File: src/hdl/wrrss_pkg.sv
// ============================================================================
// wrrss_pkg
// Shared widths, register indexes and lane types for the weighted
// round-robin skip selector.
// ============================================================================
package wrrss_pkg;

    // Build-time defaults for the top-level parameters
    localparam int MAX_TARGETS_DEF = 8;
    localparam int WEIGHT_BITS_DEF = 8;

    // Fixed field widths
    localparam int TRIED_W   = 8;   // tried_mask
    localparam int INDEX_W   = 3;   // target_index
    localparam int COUNT_W   = 4;   // target_count register
    localparam int TABLE_W   = 64;  // weight_table register
    localparam int CFG_IDX_W = 1;   // config register index

    // Config register indexes
    localparam logic [CFG_IDX_W-1:0] CFG_TARGET_COUNT = 1'b0;
    localparam logic [CFG_IDX_W-1:0] CFG_WEIGHT_TABLE = 1'b1;

    // Per-lane status handed to the merge stage
    typedef struct packed {
        logic eligible;  // in use and not tried
        logic ahead;     // at or after the current position
    } t_lane_flags;

endpackage

File: src/hdl/wrrss_if.sv
// ============================================================================
// wrrss channel interfaces
// Valid/ready channels for requests, responses and config writes.
// ============================================================================
interface wrrss_req_if;
    logic                          valid;
    logic                          ready;
    logic [wrrss_pkg::TRIED_W-1:0] tried_mask;

    modport source (output valid, output tried_mask, input ready);
    modport sink   (input valid, input tried_mask, output ready);
endinterface

interface wrrss_rsp_if;
    logic                          valid;
    logic                          ready;
    logic [wrrss_pkg::INDEX_W-1:0] target_index;
    logic                          found;

    modport source (output valid, output target_index, output found, input ready);
    modport sink   (input valid, input target_index, input found, output ready);
endinterface

interface wrrss_cfg_if;
    logic                            valid;
    logic                            ready;
    logic [wrrss_pkg::CFG_IDX_W-1:0] index;
    logic [wrrss_pkg::TABLE_W-1:0]   data;

    modport source (output valid, output index, output data, input ready);
    modport sink   (input valid, input index, input data, output ready);
endinterface

File: src/hdl/weighted_round_robin_skip_selector.sv
// Response is registered: an accepted request beat loads the output register and shows on o_rsp in the next cycle.
// Throughput: 1 request per cycle while the output register is empty or drains; all target lanes and the rotating
//   priority find evaluate combinationally, output register decouples.
// Reset (i_rst_n low, synchronous): position, remaining weight, started
//   flag and output valid cleared; target_count = 1, weight_table = 0.
// ============================================================================
// weighted_round_robin_skip_selector
// Weighted round-robin selector that skips targets a request already tried.
// ============================================================================
module weighted_round_robin_skip_selector #(
    parameter int MAX_TARGETS = wrrss_pkg::MAX_TARGETS_DEF,
    parameter int WEIGHT_BITS = wrrss_pkg::WEIGHT_BITS_DEF
) (
    input  logic        i_clk,
    input  logic        i_rst_n,
    wrrss_req_if.sink   i_req,
    wrrss_rsp_if.source o_rsp,
    wrrss_cfg_if.sink   i_cfg
);
    import wrrss_pkg::*;

    localparam int POS_BITS = $clog2(MAX_TARGETS);
    localparam int CNT_BITS = $clog2(MAX_TARGETS + 1);
    localparam int RW_BITS  = WEIGHT_BITS + 1;

    // Config registers
    logic [COUNT_W-1:0] r_target_count;
    logic [TABLE_W-1:0] r_weight_table;

    // Arbitration state
    logic [POS_BITS-1:0] r_pos,  n_pos;
    logic [RW_BITS-1:0]  r_rw,   n_rw;
    logic                r_started;

    // Output register
    logic               r_out_valid;
    logic [INDEX_W-1:0] r_index, n_index;
    logic               r_found, n_found;

    logic                req_beat;
    logic [4:0]          cnt_w;
    logic [CNT_BITS-1:0] cnt;
    logic                restart;
    logic [POS_BITS-1:0] eff_pos;
    logic [RW_BITS-1:0]  eff_rw;
    logic [RW_BITS-1:0]  base_rw;
    logic [RW_BITS-1:0]  dec_rw;
    logic [CNT_BITS-1:0] sel_inc;
    logic [POS_BITS-1:0] sel_next;
    logic                hit;
    logic [POS_BITS-1:0] sel;

    t_lane_flags         lane_flags  [MAX_TARGETS];
    logic [RW_BITS-1:0]  lane_reload [MAX_TARGETS];

    // Handshakes: config always taken; a request goes in whenever the
    // output register is empty or drains this cycle.
    assign i_cfg.ready = 1'b1;
    assign i_req.ready = !r_out_valid || o_rsp.ready;
    assign req_beat    = i_req.valid && i_req.ready;

    assign o_rsp.valid        = r_out_valid;
    assign o_rsp.target_index = r_index;
    assign o_rsp.found        = r_found;

    // Effective count: zero acts as one, clamp to the lane count
    always_comb begin
        if (r_target_count == '0) begin
            cnt_w = 5'd1;
        end else if ({1'b0, r_target_count} > 5'(MAX_TARGETS)) begin
            cnt_w = 5'(MAX_TARGETS);
        end else begin
            cnt_w = {1'b0, r_target_count};
        end
    end
    assign cnt = CNT_BITS'(cnt_w);

    // First request, or position stranded past a lowered count: restart at 0
    assign restart = !r_started || (CNT_BITS'(r_pos) >= cnt);
    assign eff_pos = restart ? '0 : r_pos;
    assign eff_rw  = restart ? lane_reload[0] : r_rw;

    // Per-target lanes
    generate
        for (genvar g = 0; g < MAX_TARGETS; g++) begin : g_lane
            wrrss_lane #(
                .LANE_IDX    (g),
                .WEIGHT_BITS (WEIGHT_BITS),
                .POS_BITS    (POS_BITS),
                .CNT_BITS    (CNT_BITS)
            ) u_lane (
                .i_tried_mask   (i_req.tried_mask),
                .i_count        (cnt),
                .i_pos          (eff_pos),
                .i_weight_table (r_weight_table),
                .o_flags        (lane_flags[g]),
                .o_reload       (lane_reload[g])
            );
        end
    endgenerate

    wrrss_merge #(
        .LANES    (MAX_TARGETS),
        .POS_BITS (POS_BITS)
    ) u_merge (
        .i_flags (lane_flags),
        .o_hit   (hit),
        .o_sel   (sel)
    );

    // Skipping onto a later target reloads its weight before the decrement
    assign base_rw  = (sel != eff_pos) ? lane_reload[sel] : eff_rw;
    assign dec_rw   = base_rw - RW_BITS'(1);
    assign sel_inc  = CNT_BITS'(sel) + CNT_BITS'(1);
    assign sel_next = (sel_inc == cnt) ? '0 : POS_BITS'(sel_inc);

    always_comb begin
        n_index = '0;
        n_found = 1'b0;
        if (!hit) begin
            // Full lap of skips: back at the start, weight reloaded
            n_pos = eff_pos;
            n_rw  = lane_reload[eff_pos];
        end else begin
            n_index = INDEX_W'(sel);
            n_found = 1'b1;
            if (dec_rw == '0) begin
                n_pos = sel_next;
                n_rw  = lane_reload[sel_next];
            end else begin
                n_pos = sel;
                n_rw  = dec_rw;
            end
        end
    end

    always_ff @(posedge i_clk) begin
        if (!i_rst_n) begin
            r_target_count <= COUNT_W'(1);
            r_weight_table <= '0;
            r_pos          <= '0;
            r_rw           <= '0;
            r_started      <= 1'b0;
            r_out_valid    <= 1'b0;
        end else begin
            if (i_cfg.valid && i_cfg.ready) begin
                unique case (i_cfg.index)
                    CFG_TARGET_COUNT: r_target_count <= i_cfg.data[COUNT_W-1:0];
                    CFG_WEIGHT_TABLE: r_weight_table <= i_cfg.data;
                    default: ;
                endcase
            end
            if (req_beat) begin
                r_pos       <= n_pos;
                r_rw        <= n_rw;
                r_started   <= 1'b1;
                r_out_valid <= 1'b1;
            end else if (o_rsp.ready) begin
                r_out_valid <= 1'b0;
            end
        end
    end

    // Response payload, loaded per request beat
    always_ff @(posedge i_clk) begin
        if (req_beat) begin
            r_index <= n_index;
            r_found <= n_found;
        end
    end

    // ------------------------------------------------------------------
    // Assertions
    // ------------------------------------------------------------------
    a_beat_fills_out: assert property (@(posedge i_clk) disable iff (!i_rst_n)
        req_beat |=> r_out_valid)
        else $error("request beat did not load the output register");

    a_started_sticks: assert property (@(posedge i_clk) disable iff (!i_rst_n)
        r_started |=> r_started)
        else $error("started flag dropped outside reset");

    a_weight_live: assert property (@(posedge i_clk) disable iff (!i_rst_n)
        r_started |-> (r_rw != '0))
        else $error("remaining weight is zero while running");

    a_pos_in_range: assert property (@(posedge i_clk) disable iff (!i_rst_n)
        req_beat |=> (CNT_BITS'(r_pos) < $past(cnt)))
        else $error("position left past the target count");

    a_miss_index_zero: assert property (@(posedge i_clk) disable iff (!i_rst_n)
        (r_out_valid && !r_found) |-> (r_index == '0))
        else $error("no target found but index nonzero");

endmodule

File: src/hdl/wrrss_lane.sv
// ============================================================================
// wrrss_lane
// One target lane: eligibility, wrap side and weight reload value.
// ============================================================================
module wrrss_lane #(
    parameter int LANE_IDX    = 0,
    parameter int WEIGHT_BITS = wrrss_pkg::WEIGHT_BITS_DEF,
    parameter int POS_BITS    = 3,
    parameter int CNT_BITS    = 4
) (
    input  logic [wrrss_pkg::TRIED_W-1:0] i_tried_mask,
    input  logic [CNT_BITS-1:0]           i_count,
    input  logic [POS_BITS-1:0]           i_pos,
    input  logic [wrrss_pkg::TABLE_W-1:0] i_weight_table,
    output wrrss_pkg::t_lane_flags        o_flags,
    output logic [WEIGHT_BITS:0]          o_reload
);
    import wrrss_pkg::*;

    localparam int LO = LANE_IDX * WEIGHT_BITS;

    logic tried;

    // Targets beyond the mask width are never tried
    generate
        if (LANE_IDX < TRIED_W) begin : g_mask
            assign tried = i_tried_mask[LANE_IDX];
        end else begin : g_nomask
            assign tried = 1'b0;
        end
    endgenerate

    assign o_flags.eligible = (CNT_BITS'(LANE_IDX) < i_count) && !tried;
    assign o_flags.ahead    = (POS_BITS'(LANE_IDX) >= i_pos);

    // Weights that fall past the table read as zero -> reload of one
    generate
        if (LO >= TABLE_W) begin : g_noweight
            assign o_reload = (WEIGHT_BITS+1)'(1);
        end else begin : g_weight
            logic [TABLE_W-1:0] shifted;
            assign shifted  = i_weight_table >> LO;
            assign o_reload = {1'b0, shifted[WEIGHT_BITS-1:0]} + (WEIGHT_BITS+1)'(1);
        end
    endgenerate

endmodule

File: src/hdl/wrrss_merge.sv
// ============================================================================
// wrrss_merge
// Rotating priority find over the lane flags.
// ============================================================================
module wrrss_merge #(
    parameter int LANES    = wrrss_pkg::MAX_TARGETS_DEF,
    parameter int POS_BITS = 3
) (
    input  wrrss_pkg::t_lane_flags i_flags [LANES],
    output logic                   o_hit,
    output logic [POS_BITS-1:0]    o_sel
);
    import wrrss_pkg::*;

    logic                hit_ahead;
    logic                hit_any;
    logic [POS_BITS-1:0] sel_ahead;
    logic [POS_BITS-1:0] sel_any;

    // Lowest eligible lane at/after the position, else lowest overall (wrap)
    always_comb begin
        hit_ahead = 1'b0;
        hit_any   = 1'b0;
        sel_ahead = '0;
        sel_any   = '0;
        for (int i = LANES - 1; i >= 0; i--) begin
            if (i_flags[i].eligible && i_flags[i].ahead) begin
                hit_ahead = 1'b1;
                sel_ahead = POS_BITS'(i);
            end
            if (i_flags[i].eligible) begin
                hit_any = 1'b1;
                sel_any = POS_BITS'(i);
            end
        end
    end

    assign o_hit = hit_any;
    assign o_sel = hit_ahead ? sel_ahead : sel_any;

endmodule
File: src/flat_wrapper.sv
// flat-port wrapper written by rule: the top's interface ports become plain ports
module weighted_round_robin_skip_selector_flat import wrrss_pkg::*;
#(
    parameter int MAX_TARGETS = wrrss_pkg::MAX_TARGETS_DEF,
    parameter int WEIGHT_BITS = wrrss_pkg::WEIGHT_BITS_DEF
)
  (i_clk, i_rst_n, i_req_valid, i_req_tried_mask, i_req_ready, o_rsp_valid, o_rsp_target_index, o_rsp_found, o_rsp_ready, i_cfg_valid, i_cfg_index, i_cfg_data, i_cfg_ready);
  wrrss_req_if i_req_i ();
  wrrss_rsp_if o_rsp_i ();
  wrrss_cfg_if i_cfg_i ();
  input  logic i_clk;
  input  logic i_rst_n;
  input wire logic [$bits(i_req_i.valid)-1:0] i_req_valid;
  input wire logic [$bits(i_req_i.tried_mask)-1:0] i_req_tried_mask;
  output wire logic [$bits(i_req_i.ready)-1:0] i_req_ready;
  output wire logic [$bits(o_rsp_i.valid)-1:0] o_rsp_valid;
  output wire logic [$bits(o_rsp_i.target_index)-1:0] o_rsp_target_index;
  output wire logic [$bits(o_rsp_i.found)-1:0] o_rsp_found;
  input wire logic [$bits(o_rsp_i.ready)-1:0] o_rsp_ready;
  input wire logic [$bits(i_cfg_i.valid)-1:0] i_cfg_valid;
  input wire logic [$bits(i_cfg_i.index)-1:0] i_cfg_index;
  input wire logic [$bits(i_cfg_i.data)-1:0] i_cfg_data;
  output wire logic [$bits(i_cfg_i.ready)-1:0] i_cfg_ready;
  assign i_req_i.valid = i_req_valid;
  assign i_req_i.tried_mask = i_req_tried_mask;
  assign i_req_ready = i_req_i.ready;
  assign o_rsp_valid = o_rsp_i.valid;
  assign o_rsp_target_index = o_rsp_i.target_index;
  assign o_rsp_found = o_rsp_i.found;
  assign o_rsp_i.ready = o_rsp_ready;
  assign i_cfg_i.valid = i_cfg_valid;
  assign i_cfg_i.index = i_cfg_index;
  assign i_cfg_i.data = i_cfg_data;
  assign i_cfg_ready = i_cfg_i.ready;
  weighted_round_robin_skip_selector #(.MAX_TARGETS(MAX_TARGETS), .WEIGHT_BITS(WEIGHT_BITS)) u_core (.i_clk(i_clk), .i_rst_n(i_rst_n), .i_req(i_req_i), .o_rsp(o_rsp_i), .i_cfg(i_cfg_i));
endmodule
File: config.mk
export PLATFORM = sky130hd
export DESIGN_NAME = weighted_round_robin_skip_selector_flat
export DESIGN_NICKNAME = d
export VERILOG_FILES = /design/src/hdl/wrrss_pkg.sv /design/src/hdl/wrrss_if.sv /design/src/hdl/weighted_round_robin_skip_selector.sv /design/src/hdl/wrrss_lane.sv /design/src/hdl/wrrss_merge.sv /design/src/flat_wrapper.sv
export SDC_FILE = /design/constraint.sdc
export NUM_CORES = 1
export LEC_CHECK = 0
export BUFFER_PORTS_ARGS = -buffer_cell sky130_fd_sc_hd__buf_2
export CORE_MARGIN = 5
export CORE_UTILIZATION = 25
export DETAILED_ROUTE_END_ITERATION = 8
export RECOVER_POWER = 100
export SLEW_MARGIN = 15
export SYNTH_ARGS = -nofsm -noshare
export SYNTH_HDL_FRONTEND = slang
export SYNTH_SLANG_ARGS = --single-unit
File: constraint.sdc
create_clock -name i_clk -period 5.4 [get_ports i_clk]
set_clock_uncertainty 0.1 [all_clocks]
set_input_delay 0.54 -clock i_clk [delete_from_list [all_inputs] [get_ports i_clk]]
set_output_delay 0.54 -clock i_clk [all_outputs]
set_load 0.01 [all_outputs]
Word-level counts from Yosys, hierarchy flattened:

Index checks and enable logic that the tools add are counted.

* ROM bits: 0
* input port bits: 78
* memory bits (writable): 0
* bits in registers: 86
* word-level logic and storage cells: 134
* memories: 0
* output and inout bits: 7
* bits in latches: 0

* reductions and logical operators: 34
* $mul: 0
* divide/modulo/power cells: 0
* equality and inequality tests: 2
* order comparisons: 21
* mux-type cells: 55
* shifts and indexed selects: 0
* add/subtract/negate cells: 10
* bitwise logic cells: 4

Operator list (number)
* $mux 9: 10
* $bmux 9 s3: 3
* $add 8x1->9 const B: 8
* $mux 3: 21
* $mux 1: 19
* $logic_and 1x1->1: 17
* $lt 3x4->1 const A: 4
* $ge 3x3->1 const A: 4
* $ge 4x4->1 const B: 3
* $not 3->4: 3
* $logic_not 1->1: 10
* $logic_not 9->1: 1
* $sub 9x1->9 const B: 1
* $lt 1x4->1 const A: 2
* $lt 2x4->1 const A: 2
* $mux 4: 2
* $ge 1x3->1 const A: 2
* $ge 2x3->1 const A: 2
* $add 3x1->4 const B: 1
* $eq 4x4->1: 1
* $ge 3x4->1: 1
* $gt 4x4->1 const B: 1
* $logic_not 4->1: 1
* $reduce_and 2->1: 2
* other kinds (4): 5

Logic depth before layout (Yosys ltp):

* depth in word-level cells: 26
* gate-level depth with buffers: 30
* mapped depth without buffers: 24

Hierarchy:

From an unflattened synthesis, not the netlist that was laid out.

* cell total of the unflattened synthesis: 982
* area, all modules: 7492.2 µm²

Modules (own cells, without submodules)
* weighted_round_robin_skip_selector: seq. area each 1761.7 µm², area each 6189.7 µm², times used 1, cells each 785
* wrrss_lane at u_core.g_lane[0].u_lane ...: seq. area each 0.0 µm², area each 143.9 µm², times used 2, cells each 19
* wrrss_merge: seq. area each 0.0 µm², area each 181.4 µm², times used 1, cells each 31
* wrrss_lane at u_core.g_lane[4].u_lane: seq. area each 0.0 µm², area each 142.6 µm², times used 1, cells each 22
* wrrss_lane at u_core.g_lane[7].u_lane: seq. area each 0.0 µm², area each 141.4 µm², times used 1, cells each 21
* wrrss_lane at u_core.g_lane[2].u_lane: seq. area each 0.0 µm², area each 140.1 µm², times used 1, cells each 21
* wrrss_lane at u_core.g_lane[3].u_lane: seq. area each 0.0 µm², area each 137.6 µm², times used 1, cells each 22
* wrrss_lane at u_core.g_lane[5].u_lane: seq. area each 0.0 µm², area each 136.4 µm², times used 1, cells each 21
* wrrss_lane at u_core.g_lane[1].u_lane: seq. area each 0.0 µm², area each 135.1 µm², times used 1, cells each 21

Worst setup path after synthesis:

OpenSTA, ideal clock, no wires.

* kind: register to register
* from: register u_core.r_pos[0]
* to: register u_core.r_rw[1]
* setup slack: 0.062 ns
* period minus slack after synthesis: 5.338 ns
* path buffers: 5
* data arrival time: 5.123 ns
* required time: 5.185 ns
* library setup time: 0.115 ns
* stages on the path, launching flop included: 28
* cell sequence: dfxtp_1 clkbuf_1 inv_1 ha_1 nor3b_2 o311ai_4 buf_6 o21bai_2 and3_1 buf_2 o2111a_2 nor2_2 inv_2 buf_2 buf_1 and3_1 a311oi_1 a21oi_1 nor2_1 a21oi_1 ha_1 nand4_1 a211oi_1 a31oi_1 nor4_2 o211ai_1 or4_1 a31o_1

* word-level cells in the longest chain between the ends: 23
* elaborated cells on any way between the ends: 58
* those cells by class: add/sub: 2; order compare: 9; eq/ne: 2; mux: 32; bitwise: 3; reduce/logical: 10

RTL lines
* start: declaration: line weighted_round_robin_skip_selector.sv:31 `logic [POS_BITS-1:0] r_pos, n_pos;`
* start signal: assignment: line weighted_round_robin_skip_selector.sv:154 `r_pos <= n_pos;`
* $ge 3x4->1: line weighted_round_robin_skip_selector.sv:79 `assign restart = !r_started || (CNT_BITS'(r_pos) >= cnt);`
* $logic_or 1x1->1: line weighted_round_robin_skip_selector.sv:79
* $mux 3 *: line weighted_round_robin_skip_selector.sv:80 `assign eff_pos = restart ? '0 : r_pos;`
* $ge 3x3->1: line wrrss_lane.sv:34 `assign o_flags.ahead = (POS_BITS'(LANE_IDX) >= i_pos);`
* $logic_and 1x1->1: line wrrss_merge.sv:27 `if (i_flags[i].eligible && i_flags[i].ahead) begin`
* $mux 3 or $mux 1 (tied branches) (8 in a row): line wrrss_merge.sv:27
* $mux 3 *: line wrrss_merge.sv:39 `assign o_sel = hit_ahead ? sel_ahead : sel_any;`
* via u_core.sel[0]: line weighted_round_robin_skip_selector.sv:51 `logic [POS_BITS-1:0] sel;`
* $not 3->4 (implied by the code) or $add 3x1->4 (tied branches): line weighted_round_robin_skip_selector.sv:112, weighted_round_robin_skip_selector.sv:114
* $bmux 9 s3 or $eq 4x4->1 (tied branches): line weighted_round_robin_skip_selector.sv:112, weighted_round_robin_skip_selector.sv:115
* $mux 9 (implied by the code) or $mux 3 (tied branches): line weighted_round_robin_skip_selector.sv:112, weighted_round_robin_skip_selector.sv:115
* $mux 9 (implied by the code) or $not 3->4 (tied branches): line weighted_round_robin_skip_selector.sv:112, weighted_round_robin_skip_selector.sv:129
* $mux 9 or $bmux 9 s3 (tied branches): line weighted_round_robin_skip_selector.sv:112, weighted_round_robin_skip_selector.sv:129
* $sub 9x1->9 or $mux 9 (tied branches): line weighted_round_robin_skip_selector.sv:113, weighted_round_robin_skip_selector.sv:129
* $logic_not 9->1 or $mux 9 (tied branches): line weighted_round_robin_skip_selector.sv:127, weighted_round_robin_skip_selector.sv:129
* $mux 9 *: line weighted_round_robin_skip_selector.sv:127 `if (dec_rw == '0) begin`
* $mux 9 *: line weighted_round_robin_skip_selector.sv:120 `if (!hit) begin`
* end signal: assignment: line weighted_round_robin_skip_selector.sv:155 `r_rw <= n_rw;`
* end: declaration: line weighted_round_robin_skip_selector.sv:32 `logic [RW_BITS-1:0] r_rw, n_rw;`

The timed path passes the listed nets; every way through them passes the cells marked *. The select of a mux whose other input is x is not followed.
A chain may end at the register's enable or synchronous reset.

Worst setup path after layout:

* from: register u_core.r_target_count[3]
* to: register u_core.r_rw[8]

* word-level cells in the longest chain between the ends: 26
* elaborated cells on any way between the ends: 94
* those cells by class: add/sub: 2; order compare: 18; eq/ne: 2; mux: 50; bitwise: 3; reduce/logical: 19

RTL lines
* start: declaration: line weighted_round_robin_skip_selector.sv:27 `logic [COUNT_W-1:0] r_target_count;`
* start signal: assignment: line weighted_round_robin_skip_selector.sv:148 `CFG_TARGET_COUNT: r_target_count <= i_cfg.data[COUNT_W-1:0];`
* $gt 4x4->1: line weighted_round_robin_skip_selector.sv:70 `end else if ({1'b0, r_target_count} > 5'(MAX_TARGETS)) begin`
* $mux 4: line weighted_round_robin_skip_selector.sv:70
* $mux 4 *: line weighted_round_robin_skip_selector.sv:68 `if (r_target_count == '0) begin`
* $ge 3x4->1: line weighted_round_robin_skip_selector.sv:79
* $logic_or 1x1->1: line weighted_round_robin_skip_selector.sv:79
* $mux 3: line weighted_round_robin_skip_selector.sv:80
* $ge 3x3->1: line wrrss_lane.sv:34
* $logic_and 1x1->1: line wrrss_merge.sv:27
* [... 10 more ...]
* $bmux 9 s3 or $eq 4x4->1 (tied branches): line weighted_round_robin_skip_selector.sv:112, weighted_round_robin_skip_selector.sv:115
* $mux 9 (implied by the code) or $mux 3 (tied branches): line weighted_round_robin_skip_selector.sv:112, weighted_round_robin_skip_selector.sv:115
* $mux 9 (implied by the code) or $not 3->4 (tied branches): line weighted_round_robin_skip_selector.sv:112, weighted_round_robin_skip_selector.sv:129
* $mux 9 or $bmux 9 s3 (tied branches): line weighted_round_robin_skip_selector.sv:112, weighted_round_robin_skip_selector.sv:129
* $sub 9x1->9 or $mux 9 (tied branches): line weighted_round_robin_skip_selector.sv:113, weighted_round_robin_skip_selector.sv:129
* $logic_not 9->1 or $mux 9 (tied branches): line weighted_round_robin_skip_selector.sv:127, weighted_round_robin_skip_selector.sv:129
* $mux 9: line weighted_round_robin_skip_selector.sv:127
* $mux 9 *: line weighted_round_robin_skip_selector.sv:120

Every way passes the cells marked *; elsewhere a longest branch is shown, timed or not. The select of a mux whose other input is x is not followed.

==> flow_summary_export.csv <==
group,metric,value,unit
critical_path,endpoint_kind,"flip-flop",
floorplan,ios,85,
power_and_ir_drop,power.density,278,mW/mm²
clock_network,htree_levels,3,
layout,fin_util,30.0,%
global_route,grt_pass1_vias,7562,
global_route,globalRouteOverflowTotal,0,
critical_path,r2r_cells,22,
sta,worst_slack,208,ps
flow_run,drv_cap,2,
critical_path,worstPathRequired,5540,ps
worst_hold_path,hold_path.class,"in2reg",
critical_path,path_common_cell,"buf_4",
yosys,synthDistinctLibCells,95,
floorplan,num_rows,63,
place,dp_hpwl,23400,µm
floorplan,fp.coreArea,0.0297,mm²
sta,drv_slew,121,
clock_network,clk_latency,350,ps
detailed_routing,wl,30400,µm
sta,setup_viol,0,
yosys,synth_edf_count,4,
sta,period_share,96.1,%
sta,fmax,193,MHz
detailed_routing,top_layer_used,"met4",
power_and_ir_drop,swShare,40.8,%
yosys,ys.flop_type,"dfxtp_1",
critical_path,cp_max_fo,7,
detailed_routing,viasPerCell,5.44,
global_route,antenna_found_initial,0,
worst_hold_path,holdPathStages,3,
place,preCtsSetupSlack,83.1,ps
layout,area_growth,18.3,%
floorplan,die_w,184,µm
critical_path,crit_type,"reg2reg",
status,violations,"max-capacitance violations, max-slew violations",
layout,final_common_cell,"nand2_1",
power_and_ir_drop,p_clk_share,24.0,%
layout,final_nets,1191,
clock_network,cts_tree,"built",
detailed_routing,met1Wirelength,13300,µm
yosys,synth_top_family_by_area,"compound AO/OA/AOI/OAI gates",
critical_path,slowest_stage,"o311ai_4",
detailed_routing,ant_nets,0,
critical_path,r2r_start,"u_core.r_target_count[3]",
floorplan,dieArea,0.0337,mm²
global_route,grt_pass1_wl,45800,µm
layout,drive_gt1_share,18.7,%
yosys,synth-seq-cells,86,
detailed_routing,firstDrtPassIters,7,
sta,fin_crit,5190,ps
yosys,synth_mux_area_share,7.63,%
power_and_ir_drop,p_leak,3.42,nW
sta,max-slew-margin-rel,-79.4,%
detailed_routing,dr_wl_met3,2010,µm
clock_network,clock-sinks,86,
yosys,syn_inst,1018,
yosys,synth_seq_area_share,23.4,%
place,port_buffers,83,
clock_network,clock_path_buffers,2,
yosys,synthSimpleGateAreaFrac,25.8,%
power_and_ir_drop,power.net_switching,0.00101,W
yosys,avgSynthCellArea,7.40,µm²
yosys,synth_nets,1110,
critical_path,max_stage_delay,440,ps
critical_path,cp.arrival,5330,ps
detailed_routing,drtIter0Drc,753,
global_route,track_usage,17.4,%
yosys,syn-cell-area,0.00753,mm²
detailed_routing,met2_length,13800,µm
power_and_ir_drop,power,0.00247,W
power_and_ir_drop,ir_drop,131,µV
power_and_ir_drop,pwr-share-comb,46.6,%
yosys,synthAdderAreaFrac,2.33,%
sta,rsz0062_at_grt,"yes",
floorplan,die_h,184,µm
power_and_ir_drop,p_int,0.00146,W
detailed_routing,drc_errors,0,
sta,whs,335,ps
sta,tightest_slew,2690,ps
sta,hold_viol_final,0,
clock_network,cts_buffers,9,
clock_network,cts.clk_slew.worst_paths,60,ps
critical_path,path_cells,"inv_2, nand2_1, ha_1, nor2_2, o311ai_4, a221oi_4, nand2_2, o311ai_4, buf_4, clkinv_2, buf_4, ha_1, inv_1, xnor2_1, nand2_1, nor2b_1, buf_4, nor3_1, o32a_1, mux2i_1, o221ai_1, nor2b_1",
worst_hold_path,hold_start,"i_cfg_data[38]",
place,gp_congestion,1.02,
status,status,"finished, violations left",
critical_path,crit_start,"u_core.r_target_count[3]",
layout,final_cell_mix,"nand2_1 (228), dfxtp_1 (80), buf_2 (75)",
detailed_routing,wl_per_cell,20.4,µm
detailed_routing,num_vias,8116,
yosys,ys_async_sr_fraction,0,%
floorplan,start_util,25.3,%
clock_network,root_buffer,"clkbuf_16",
yosys,yosys_warnings,0,
global_route,grt_max_degree,65,
layout,antennaDiodeCount,0,
power_and_ir_drop,sequentialPowerShare,29.4,%
critical_path,crit_path_start_kind,"flip-flop",
yosys,synth_compound_area_share,28.1,%
yosys,synth_xor_area_share,6.93,%
-- worst paths after layout --
kind | end | slack, ps
max | u_core.r_rw[8] | 210
min | u_core.r_weight_table[38] | 340
max reg2reg | u_core.r_rw[8] | 210
min reg2reg | u_core.r_weight_table[13] | 370
-- sequential cells by signal (all words and copies together), names as in the netlist --
name	count
u_core.r_weight_table	64
u_core.r_rw	9
u_core.r_target_count	4
u_core.o_rsp.target_index	3
u_core.r_pos	3
u_core.o_rsp.found	1
u_core.o_rsp.valid	1
u_core.r_started	1
-- worst max-delay path: cells and delay by family (launching register included) --
kind                     cells  cell delay [ps]
AO/OA/AOI/OAI                5             1490
multiplexers                 1              320
adder cells (fa/ha/maj)      2              610
AND/OR/NAND/NOR              7             1090
XOR/XNOR                     1              270
flip-flops                   1              340
buffers and inverters        6              850
-- power by group through the flow --
stage | Clock (W) | Combinational (W) | Sequential, W
after floorplan | 0 | 0.000713 | 0.000727
after global placement | 0 | 0.00106 | 0.000740
after global routing | 0.000637 | 0.00122 | 0.000733
final | 0.000594 | 0.00115 | 0.000728
after detailed placement | 0 | 0.00105 | 0.000740
after CTS | 0.000611 | 0.00106 | 0.000727
-- final cells by class --
class / instances / area, µm²
Timing Repair inverter: 2 / 10.0
Clock buffer: 10 / 250
Multi-Input combinational cell: 839 / 5460
Clock inverter: 4 / 22.5
Fill cell: 3226 / 20800
Sequential cell: 86 / 1760
Inverter: 27 / 106
Tap cell: 390 / 488
Timing Repair Buffer: 134 / 808
-- metal layers --
metal / GRT usage [%] / vias to the layer above
li1: - / 3840
met1: 23.1 / 3839
met2: 27.8 / 365
met3: 3.01 / 72
met4: 7.69 / 0
met5: 0 / -
-- stage by stage --
step           instances  setup TNS (ps)  cell area, µm²
6_report            1492               0            8910
5_1_grt             1492            -272            8910
4_1_cts             1481               0            8720
2_1_floorplan       1018               0            7530
3_5_place_dp        1467               0            8450
3_3_place_gp        1467               0            8450
-- cells in the mapped netlist (all sizes together), types with 5 or more instances --
cell type	instances	share of area, %
o221ai	11	1.3
a311oi	5	0.58
o31ai	7	0.76
ha	14	2.3
buf	29	2.6
nor4	5	0.50
o21ai	33	2.2
nand4	12	1.0
mux4	6	1.8
nor3	16	1.1
mux2i	36	4.8
a221oi	5	0.81
mux2	7	1.0
and3	21	1.7
o211ai	11	1.1
o311ai	8	1.4
a31oi	13	1.1
a21oi	47	3.2
xnor2	22	2.6
a211oi	15	1.6
nand3	47	3.1
o21a	5	0.50
dfxtp	82	22
or3	9	0.75
and2	6	0.50
o22ai	11	0.91
inv	26	1.3
clkbuf	38	1.9
a21boi	66	6.6
nand2	231	12
nor2	64	3.2
xor2	35	4.1
nor2b	8	0.66
-- logic make-up after synthesis --
kind of cell	Yosys count
and+or+nand+nor	433
buffers and inverters	94
xor gates and xnor gates	58
adders and majority gates	14
AOI/OAI and AO/OA	283
DFF	86
other	1
muxes	49
-- what timing repair did --
action / 4_1_cts / 5_1_grt
setup endpoints to repair: 0 / 12
gates resized for setup: 0 / 28
setup buffers: 0 / 8
hold buffers: 0 / 0
Note: power is estimated with default switching activity, not from simulation.
